===== src/rtl/qdc_pkg.sv =====
// qdc_pkg: shared types, widths and the phase transition table for the
// quadrature detent counter. No dependencies.
package qdc_pkg;

  localparam int ACCUM_WIDTH = 16;
  localparam int CLICK_WIDTH = 16;
  localparam int PPC_WIDTH   = 8;
  localparam int CNT_W       = $clog2(ACCUM_WIDTH + 1);
  // signed quotient before the clamp to the clicks range
  localparam int QW          = (ACCUM_WIDTH + 1 > CLICK_WIDTH + 1) ?
                               ACCUM_WIDTH + 1 : CLICK_WIDTH + 1;
  // clamped quotient times the divisor with its sign bit
  localparam int PW          = CLICK_WIDTH + PPC_WIDTH + 1;
  localparam int SW          = ((ACCUM_WIDTH > PW) ? ACCUM_WIDTH : PW) + 1;

  typedef enum logic [1:0] {
    CMD_SAMPLE = 2'd0,
    CMD_READ   = 2'd1,
    CMD_RESYNC = 2'd2,
    CMD_NONE   = 2'd3
  } cmd_t;

  typedef enum logic [1:0] {
    ST_IDLE,
    ST_DIV,
    ST_MUL,
    ST_SUB
  } state_t;

  typedef struct packed {
    logic busy;
    logic done;
  } div_status_t;

  // step for old phase (upper two bits) and new phase (lower two bits)
  function automatic logic signed [2:0] move_lut(input logic [3:0] idx);
    logic signed [2:0] m;
    case (idx)
      4'd1, 4'd7, 4'd8, 4'd14: m = 3'sd1;
      4'd2, 4'd4, 4'd11, 4'd13: m = -3'sd1;
      4'd6:                     m = -3'sd2;
      4'd9:                     m = 3'sd2;
      default:                  m = 3'sd0;
    endcase
    return m;
  endfunction

endpackage


===== src/rtl/quadrature_detent_counter.sv =====
// quadrature_detent_counter: top level, sequencer, accumulator and output word.
// Depends on qdc_pkg and qdc_div.
//
//   channel | ports                                  | direction
//   in      | in_valid in_stall in_cmd in_phase_a/b  | word in
//   out     | out_valid out_stall out_clicks         | word out, reads only
//   cfg     | cfg_wr_en cfg_wr_data                  | pulses per click
//
// samples, resyncs and unused commands finish in the idle state, back to back.
// a read steps through accept, one divider step per quotient bit, quotient
// pickup, multiply and subtract; its word is registered as the subtract
// step finishes.
// a finished read waits in its last step while an earlier word is stalled.
// synchronous reset clears phase, accumulator and output valid; ppc goes to 4.
module quadrature_detent_counter (
  input  logic                                   clk,
  input  logic                                   rst_n,
  input  logic                                   in_valid,
  output logic                                   in_stall,
  input  logic [1:0]                             in_cmd,
  input  logic                                   in_phase_a,
  input  logic                                   in_phase_b,
  output logic                                   out_valid,
  input  logic                                   out_stall,
  output logic signed [qdc_pkg::CLICK_WIDTH-1:0] out_clicks,
  input  logic                                   cfg_wr_en,
  input  logic [qdc_pkg::PPC_WIDTH-1:0]          cfg_wr_data
);
  import qdc_pkg::*;

  localparam logic signed [QW-1:0] Q_MAX = QW'((2 ** (CLICK_WIDTH - 1)) - 1);
  localparam logic signed [QW-1:0] Q_MIN = -QW'(2 ** (CLICK_WIDTH - 1));
  localparam logic signed [ACCUM_WIDTH:0] A_MAX =
    (ACCUM_WIDTH + 1)'((2 ** (ACCUM_WIDTH - 1)) - 1);
  localparam logic signed [ACCUM_WIDTH:0] A_MIN =
    -(ACCUM_WIDTH + 1)'(2 ** (ACCUM_WIDTH - 1));

  state_t                         state_r, state_nxt;
  logic [PPC_WIDTH-1:0]           ppc_r;
  logic [1:0]                     last_phase_r, last_phase_nxt;
  logic signed [ACCUM_WIDTH-1:0]  accum_r, accum_nxt;
  logic                           neg_r, neg_nxt;
  logic signed [CLICK_WIDTH-1:0]  qsat_r, qsat_nxt;
  logic signed [PW-1:0]           prod_r;
  logic                           out_valid_r, out_valid_nxt;
  logic signed [CLICK_WIDTH-1:0]  out_clicks_r, out_clicks_nxt;

  logic [PPC_WIDTH-1:0]           divisor;
  logic                           div_start;
  logic [ACCUM_WIDTH-1:0]         div_mag;
  logic [ACCUM_WIDTH-1:0]         quo_mag;
  div_status_t                    div_st;

  logic                           in_acc;
  logic [1:0]                     phase;
  logic signed [ACCUM_WIDTH:0]    sum;
  logic signed [QW-1:0]           q_full;
  logic signed [SW-1:0]           diff;
  logic                           out_free;

  assign divisor  = (ppc_r == '0) ? PPC_WIDTH'(1) : ppc_r;
  assign in_acc   = in_valid && !in_stall;
  assign phase    = {in_phase_b, in_phase_a};
  assign out_free = !out_valid_r || !out_stall;
  assign div_mag  = accum_r[ACCUM_WIDTH-1] ? ACCUM_WIDTH'(-accum_r) : accum_r;

  assign sum = {accum_r[ACCUM_WIDTH-1], accum_r} +
               (ACCUM_WIDTH + 1)'(move_lut({last_phase_r, phase}));

  assign q_full = neg_r ? -QW'({1'b0, quo_mag}) : QW'({1'b0, quo_mag});
  assign diff   = SW'(accum_r) - SW'(prod_r);

  qdc_div u_div (
    .clk      (clk),
    .rst_n    (rst_n),
    .start    (div_start),
    .dividend (div_mag),
    .divisor  (divisor),
    .quotient (quo_mag),
    .status   (div_st)
  );

  always_comb begin
    state_nxt      = state_r;
    last_phase_nxt = last_phase_r;
    accum_nxt      = accum_r;
    neg_nxt        = neg_r;
    qsat_nxt       = qsat_r;
    out_valid_nxt  = out_valid_r && out_stall;
    out_clicks_nxt = out_clicks_r;
    div_start      = 1'b0;
    in_stall       = (state_r != ST_IDLE);
    case (state_r)
      ST_IDLE: begin
        if (in_acc) begin
          case (cmd_t'(in_cmd))
            CMD_SAMPLE: begin
              if (sum > A_MAX) begin
                accum_nxt = A_MAX[ACCUM_WIDTH-1:0];
              end else if (sum < A_MIN) begin
                accum_nxt = A_MIN[ACCUM_WIDTH-1:0];
              end else begin
                accum_nxt = sum[ACCUM_WIDTH-1:0];
              end
              last_phase_nxt = phase;
            end
            CMD_READ: begin
              neg_nxt   = accum_r[ACCUM_WIDTH-1];
              div_start = 1'b1;
              state_nxt = ST_DIV;
            end
            CMD_RESYNC: begin
              last_phase_nxt = phase;
              accum_nxt      = '0;
            end
            default: ;
          endcase
        end
      end
      ST_DIV: begin
        if (div_st.done) begin
          if (q_full > Q_MAX) begin
            qsat_nxt = Q_MAX[CLICK_WIDTH-1:0];
          end else if (q_full < Q_MIN) begin
            qsat_nxt = Q_MIN[CLICK_WIDTH-1:0];
          end else begin
            qsat_nxt = q_full[CLICK_WIDTH-1:0];
          end
          state_nxt = ST_MUL;
        end
      end
      ST_MUL: begin
        state_nxt = ST_SUB;
      end
      ST_SUB: begin
        // keep only the remainder of what was reported
        if (out_free) begin
          accum_nxt      = diff[ACCUM_WIDTH-1:0];
          out_valid_nxt  = 1'b1;
          out_clicks_nxt = qsat_r;
          state_nxt      = ST_IDLE;
        end
      end
      default: begin
        state_nxt = ST_IDLE;
      end
    endcase
  end

  always_ff @(posedge clk) begin
    if (!rst_n) begin
      state_r      <= ST_IDLE;
      ppc_r        <= PPC_WIDTH'(4);
      last_phase_r <= '0;
      accum_r      <= '0;
      out_valid_r  <= 1'b0;
    end else begin
      state_r      <= state_nxt;
      last_phase_r <= last_phase_nxt;
      accum_r      <= accum_nxt;
      out_valid_r  <= out_valid_nxt;
      if (cfg_wr_en) begin
        ppc_r <= cfg_wr_data;
      end
    end
  end

  always_ff @(posedge clk) begin
    neg_r        <= neg_nxt;
    qsat_r       <= qsat_nxt;
    prod_r       <= qsat_r * $signed({1'b0, divisor});
    out_clicks_r <= out_clicks_nxt;
  end

  assign out_valid  = out_valid_r;
  assign out_clicks = out_clicks_r;

endmodule


===== src/rtl/qdc_div.sv =====
// qdc_div: restoring unsigned divider, one quotient bit per cycle.
// Depends on qdc_pkg.
module qdc_div (
  input  logic                             clk,
  input  logic                             rst_n,
  input  logic                             start,
  input  logic [qdc_pkg::ACCUM_WIDTH-1:0]  dividend,
  input  logic [qdc_pkg::PPC_WIDTH-1:0]    divisor,
  output logic [qdc_pkg::ACCUM_WIDTH-1:0]  quotient,
  output qdc_pkg::div_status_t             status
);
  import qdc_pkg::*;

  logic [ACCUM_WIDTH-1:0] quo_r, quo_nxt;
  logic [PPC_WIDTH-1:0]   rem_r, rem_nxt;
  logic [CNT_W-1:0]       cnt_r, cnt_nxt;
  logic                   busy_r, busy_nxt;
  logic                   done_r, done_nxt;
  logic [PPC_WIDTH:0]     rem_sh;
  logic [PPC_WIDTH:0]     rem_sub;
  logic                   fits;

  // shared subtract and compare
  assign rem_sh  = {rem_r, quo_r[ACCUM_WIDTH-1]};
  assign fits    = rem_sh >= {1'b0, divisor};
  assign rem_sub = rem_sh - {1'b0, divisor};

  always_comb begin
    quo_nxt  = quo_r;
    rem_nxt  = rem_r;
    cnt_nxt  = cnt_r;
    busy_nxt = busy_r;
    done_nxt = 1'b0;
    if (start) begin
      quo_nxt  = dividend;
      rem_nxt  = '0;
      cnt_nxt  = CNT_W'(ACCUM_WIDTH);
      busy_nxt = 1'b1;
    end else if (busy_r) begin
      quo_nxt = {quo_r[ACCUM_WIDTH-2:0], fits};
      rem_nxt = fits ? rem_sub[PPC_WIDTH-1:0] : rem_sh[PPC_WIDTH-1:0];
      cnt_nxt = cnt_r - 1'b1;
      if (cnt_r == CNT_W'(1)) begin
        busy_nxt = 1'b0;
        done_nxt = 1'b1;
      end
    end
  end

  always_ff @(posedge clk) begin
    if (!rst_n) begin
      busy_r <= 1'b0;
      done_r <= 1'b0;
      cnt_r  <= '0;
    end else begin
      busy_r <= busy_nxt;
      done_r <= done_nxt;
      cnt_r  <= cnt_nxt;
    end
  end

  always_ff @(posedge clk) begin
    quo_r <= quo_nxt;
    rem_r <= rem_nxt;
  end

  assign quotient    = quo_r;
  assign status.busy = busy_r;
  assign status.done = done_r;

endmodule


===== config.mk =====
export PLATFORM = sky130hd
export DESIGN_NAME = quadrature_detent_counter
export DESIGN_NICKNAME = d
export VERILOG_FILES = /design/src/rtl/qdc_pkg.sv /design/src/rtl/quadrature_detent_counter.sv /design/src/rtl/qdc_div.sv
export SDC_FILE = /design/constraint.sdc
export NUM_CORES = 1
export LEC_CHECK = 0
export ABC_AREA = 1
export BUFFER_PORTS_ARGS = -buffer_cell sky130_fd_sc_hd__buf_2
export CORE_UTILIZATION = 30
export DETAILED_ROUTE_END_ITERATION = 8
export SLEW_MARGIN = 20
export SYNTH_ARGS = -nofsm -noshare
export SYNTH_HDL_FRONTEND = slang
export SYNTH_SLANG_ARGS = --single-unit

===== constraint.sdc =====
create_clock -name clk -period 11 [get_ports clk]
set_input_delay 2.2 -clock clk [delete_from_list [all_inputs] [get_ports clk]]
set_output_delay 2.2 -clock clk [all_outputs]
set_load 0.01 [all_outputs]

---- Word-level counts from Yosys, hierarchy flattened ----
Memories as Yosys holds them, arrays and structs flattened.
Cells that the tools add are included.
cells by class
  equality and inequality tests ........... 11
  add/subtract/negate cells ............... 6
  multipliers ............................. 1
  multiplexer cells ....................... 29
  bitwise operators ....................... 2
  reduce and logical (&&, ||, !) cells .... 21
  $lt $le $gt $ge ......................... 5
operators with widths
  operator                                                                           count
  16-bit two-way mux                                                                 8
  16-bit one-hot mux with 2 select lines                                             2
  17-bit by 16-bit greater-than comparator with 1-bit output, second input constant  2
  17-bit by 16-bit < comparator with 1-bit output, second input constant             2
  16-bit by 3-bit adder with 17-bit output                                           1
  17-bit two-way mux                                                                 1
  16-bit negation with 17-bit output                                                 1
  16-bit by 9-bit multiplier with 16-bit output                                      1
  8-bit two-way mux                                                                  2
  16-bit negation                                                                    1
  16-bit subtractor                                                                  1
  5-bit two-way mux                                                                  2
  9-bit by 8-bit >= comparator with 1-bit output                                     1
  1-bit two-way mux                                                                  9
  8-bit zero test                                                                    1
  2-bit two-way mux                                                                  4
  2-bit one-hot mux with 4 select lines                                              1
  4-bit AND reduction                                                                2
  8-bit subtractor                                                                   1
  2-bit == test, second input constant                                               3
  3-bit AND reduction                                                                2
  2-bit nonzero test                                                                 3
  5-bit by 1-bit == test with 1-bit output, second input constant                    1
  5-bit by 1-bit subtractor with 5-bit output, second input constant                 1
  12 further kinds                                                                   22
storage, ports and cells
  input bits .............................. 17
  bits in read-only memories .............. 48
  output and inout bits ................... 18
  register bits ........................... 109
  logic and storage cells ................. 91
  memories kept ........................... 1
memories
  memory           depth  width  rd ports  clocked after memory_dff  write ports  RTL line       text
  (no name shown)  16     3      1         0                         0            qdc_pkg.sv:38  case (idx)

---- Logic depth before layout (Yosys ltp) ----
An unclocked memory read counts as a cell.
  depth after elaboration ................. 8
  mapped depth ............................ 26

---- Modules after synthesis ----
From an unflattened synthesis, not the netlist that was laid out.
unflattened totals
  cells, all modules ...................... 1411
  area total of the unflattened synthesis .. 10266.1 sq um
by module, submodules not included
  module                     area an instance (sq um)  times used  cells an instance
  quadrature_detent_counter  8369.3                    1           1156
  qdc_div                    1896.8                    1           255

---- Worst setup path after synthesis ----
OpenSTA, ideal clock, no wires.
  path type ............................... register -> register
  start ................................... reg ppc_r[1]
  end ..................................... reg prod_r[12]
  setup time .............................. 0.127 ns
  stages on the path, launching flop included .. 26
  path buffers ............................ 2
  data arrival time ....................... 4.499 ns
  slack ................................... 6.374 ns
  required time ........................... 10.873 ns
  path through ............................ dfxtp_1 > clkbuf_2 > inv_1 > nand4_1 > nor2_1 > nor2_1 > inv_1 > clkbuf_1 > nand2_1 > fa_1 > inv_1 > fa_1 > inv_1 > fa_1 > fa_1 > inv_1 > ha_1 > a21oi_1 > nand2_1 > nand2_1 > nand2_1 > nand2_1 > nand2_1 > a21oi_1 > o21ai_0 > xor2_1
on the way
  word-level cells in the longest chain between the ends .. 3
RTL lines
  item                                             RTL line                          text
  start, declared                                  quadrature_detent_counter.sv:39   logic [PPC_WIDTH-1:0] ppc_r;
  start signal, assigned                           quadrature_detent_counter.sv:163  ppc_r <= cfg_wr_data;
  8-bit zero test                                  quadrature_detent_counter.sv:61   assign divisor = (ppc_r == '0) ? PPC_WIDTH'(1) : ppc_r;
  8-bit two-way mux *                              quadrature_detent_counter.sv:61
  16-bit by 9-bit multiplier with 16-bit output *  quadrature_detent_counter.sv:171  prod_r <= qsat_r * $signed({1'b0, divisor});
  end signal, assigned                             quadrature_detent_counter.sv:171
  end, declared                                    quadrature_detent_counter.sv:44   logic signed [PW-1:0] prod_r;
Mark *: on every way between the ends. The rest lies on a longest branch, timed or not.
A chain may end at the register's enable or synchronous reset.

---- Worst setup path in the final report ----
Same ends and word-level chain as after synthesis.

==> results.ini <==
[run_status]
status = complete, but fails checks
violations = design-rule violations

[timing]
worst_pin_slew_ps = 838
min_period_over_period = 0.485
finalHoldViolations = 0
fmax_mhz = 187
drv_slew = 0
finalSetupTns_ps = 0
relSlewSlack = 0.441
finClkSkew_ps = 11.3
setup_violations = 0
rsz0062_at_grt = no
fin_ws_ps = 5660
min_period_ps = 5340

[floorplanning]
dieArea_sq_um = 33600
die_x_um = 183
core_sq_um = 32500
io_pins = 35
rows = 66
die_y_um = 183
start_util = 0.304

[critical_path]
reg2reg_from = ppc_r[1]
reg2reg_depth = 23
end_kind = register
r2r_setup_slack_ps = 5660
critical_path_class = reg2reg
critical-path-slowest-cell = dfxtp_1
path_buf_inv = 5
cp.arrival_ps = 5580
critPathRequiredTime_ps = 11240
critPathLaunchType = register
critPathMaxStageDelay_ps = 720
crit_family = adder cells
r2r_end = prod_r[12]
crit_fanout = 16
cp-startpoint = ppc_r[1]
crit_chain = inv_1, nand4_1, nor2_1, nor2_1, inv_1, nand2_1, fa_1, inv_1, fa_1, inv_1, fa_1, fa_1, inv_1, ha_1, a21oi_1, nand2_1, nand2_1, nand2_1, nand2_1, nand2_1, a21oi_1, o21ai_0, xor2_1
cpMostUsedCell = nand2_1

[clock_network]
clk_pin_slew_ps = 80
clockBufferDepth = 2
postCtsSetupBuffers = 0
cts.sinks = 109
cts_tree = built
clk_latency_ps = 370
cts_hold_buf = 0
cts_resized = 0
cts_inserted_buffers = 9
cts_root_buffer = clkbuf_16
htreeDepth = 3

[routing]
vias = 8057
route.detailed.drc = 1
antenna_violating_nets_post_route = 0
wl_per_cell_um = 13.1
viasPerCell = 4.51
dr.pass1.iters = 7
routed_wl_um = 23400
drt-initial-drc-count = 468

[placed_design]
dp_hpwl_um = 18800
dp_slack_ps = 5680
gp_congestion = 0.858
numPortBuffers = 34

[min_path]
min-delay-start = u_div.rem_r[3]
min_path_cells = 2
whs_endpoint = u_div.rem_r[3]
hold_path_class = reg2reg

[layout]
n_antenna_cell = 0
area_growth_pct = 9.23
multi_input_comb_area_sq_um = 6100
nets = 1501
drive_above_1_share = 0.0587
register_area_sq_um = 2670
num-fill-cells = 3442

[synth]
ys_seq_area_frac = 0.271
synth_area_sq_um = 9870
synthesis.nets = 1488
synth-seq-cells = 109
yosys_warnings = 0
netlist_instances = 1327
avgSynthCellArea_sq_um = 7.43
ys_types = 47

[global_routing]
grt_pass1_wl_um = 39200
grt_max_degree = 32
grt_overflow = 0
antenna_found_initial = 0
grt_pass1_vias = 7706
gr-usage-all-layers = 0.146

[power]
p_leak_nw = 5.55
peakVddDrop_uv = 98.9
power_density_nw_per_um2 = 223

[run]
max-cap-violations = 0

[Yosys cell counts, drive strengths merged]
cell type,instances,area share
edfxtp,49,0.15
or2,6,0.0038
nor2,91,0.036
nand3,57,0.031
nand3b,4,0.0030
o31ai,2,0.0015
dfxtp,60,0.12
a211oi,1,0.00076
fa,63,0.13
o2111ai,2,0.0018
nand4,11,0.0076
o221ai,1,0.00089
a21boi,1,0.00076
o21bai,1,0.00076
and3,3,0.0019
inv,257,0.098
ha,81,0.10
o22ai,1,0.00063
nand2,354,0.14
a31oi,3,0.0019
a21oi,79,0.040
xor2,42,0.037
clkbuf,28,0.011
a31o,1,0.00089
xnor2,23,0.020
nor3b,1,0.00076
o211ai,8,0.0061
a21o,3,0.0030
o32ai,1,0.00089
nor3,15,0.010
o21ai,74,0.038
buf,4,0.0029
[registers in the layout (all words and copies together), names as in the netlist]
signal and flops:
u_div.busy_r 1, u_div.rem_r 8, neg_r 1, u_div.done_r 1, accum_r 16, out_clicks 16, out_valid 1, u_div.quotient 16
u_div.cnt_r 5, ppc_r 8, qsat_r 16, state_r 2, last_phase_r 2, prod_r 16
[metal layers]
layer	part of all wire	wire [um]	up-vias	GRT usage
li1	-	-	4185	-
met1	0.49	11500	3708	0.201
met3	0.034	793	27	0.0171
met4	0.023	541	0	0.0473
met5	0	0	-	0
met2	0.45	10600	137	0.238
[power breakdown]
group | total (mW) | internal [mW] | leakage [nW] | switching [mW]
Sequential | 0.654 | 0.530 | 0.943 | 0.125
Clock | 0.338 | 0.164 | 0.150 | 0.174
Combinational | 1.41 | 0.513 | 4.46 | 0.896
Total | 2.40 | 1.21 | 5.55 | 1.20
[cell families after synthesis]
kind of cell / Yosys count / share of synthesized area
AND/OR/NAND/NOR: 542 / 0.231
buffers and inverters: 289 / 0.111
XOR/XNOR: 65 / 0.0577
AO/OA/AOI/OAI: 178 / 0.0979
flip-flops: 109 / 0.271
adder cells (fa/ha/maj): 144 / 0.231
[worst min-delay path, cell delays in order, from the launching register on]
cell     delay [ps]
dfxtp_1         330
nand2_1          60
nand2_1          40
[layout by cell type (no fill, tap or decap), types with 2 or more instances in the layout]
| master | instances |
|---|---|
| xor2_1 | 42 |
| nand3_1 | 52 |
| nor2_1 | 89 |
| a21oi_1 | 77 |
| o21ai_0 | 73 |
| nand3b_1 | 4 |
| or2_2 | 6 |
| clkbuf_16 | 9 |
| inv_2 | 2 |
| nand2_4 | 2 |
| inv_1 | 255 |
| nand2_1 | 349 |
| buf_2 | 34 |
| and3_1 | 3 |
| xnor2_1 | 23 |
| clkinv_4 | 3 |
| o211ai_1 | 8 |
| nand2_2 | 3 |
| dfxtp_1 | 60 |
| edfxtp_1 | 49 |
| clkinv_8 | 2 |
| nor3_1 | 11 |
| fa_1 | 63 |
| nand4_1 | 10 |
| o31ai_1 | 2 |
| ha_1 | 81 |
| nor3_2 | 3 |
| a21o_1 | 2 |
| o2111ai_1 | 2 |
| nand3_2 | 5 |
| a31oi_1 | 3 |
[stage by stage]
step | cells | hold slack, ps | utilization | cell area, sq um | power [mW]
after floorplan | 1327 | 424 | - | 9870 | 1.72
final | 1787 | 478 | 0.332 | 10800 | 2.40
after CTS | 1787 | 476 | 0.332 | 10800 | 2.41
after global routing | 1787 | 484 | 0.332 | 10800 | 2.65
after global placement | 1771 | 464 | 0.322 | 10500 | 2.05
after detailed placement | 1771 | 465 | 0.322 | 10500 | 2.05
[worst max-delay path by stage]
stage            endpoint  slack [ps]  cells after the start
5_1_grt        prod_r[12]        5170                     23
6_report       prod_r[12]        5660                     23
3_5_place_dp   prod_r[12]        5680                     23
3_3_place_gp   prod_r[12]        5710                     23
2_1_floorplan  prod_r[12]        6370                     25
4_1_cts        prod_r[12]        5670                     23
[cell type report]
type	instances	area share
repair buffers	34	0.0158
clock buffers	9	0.0209
clock inverters	7	0.00801
multi-input cells	929	0.566
inverters	257	0.0895
flip-flops and latches	109	0.248
well taps	442	0.0513
(Power assumes the default switching activity.)
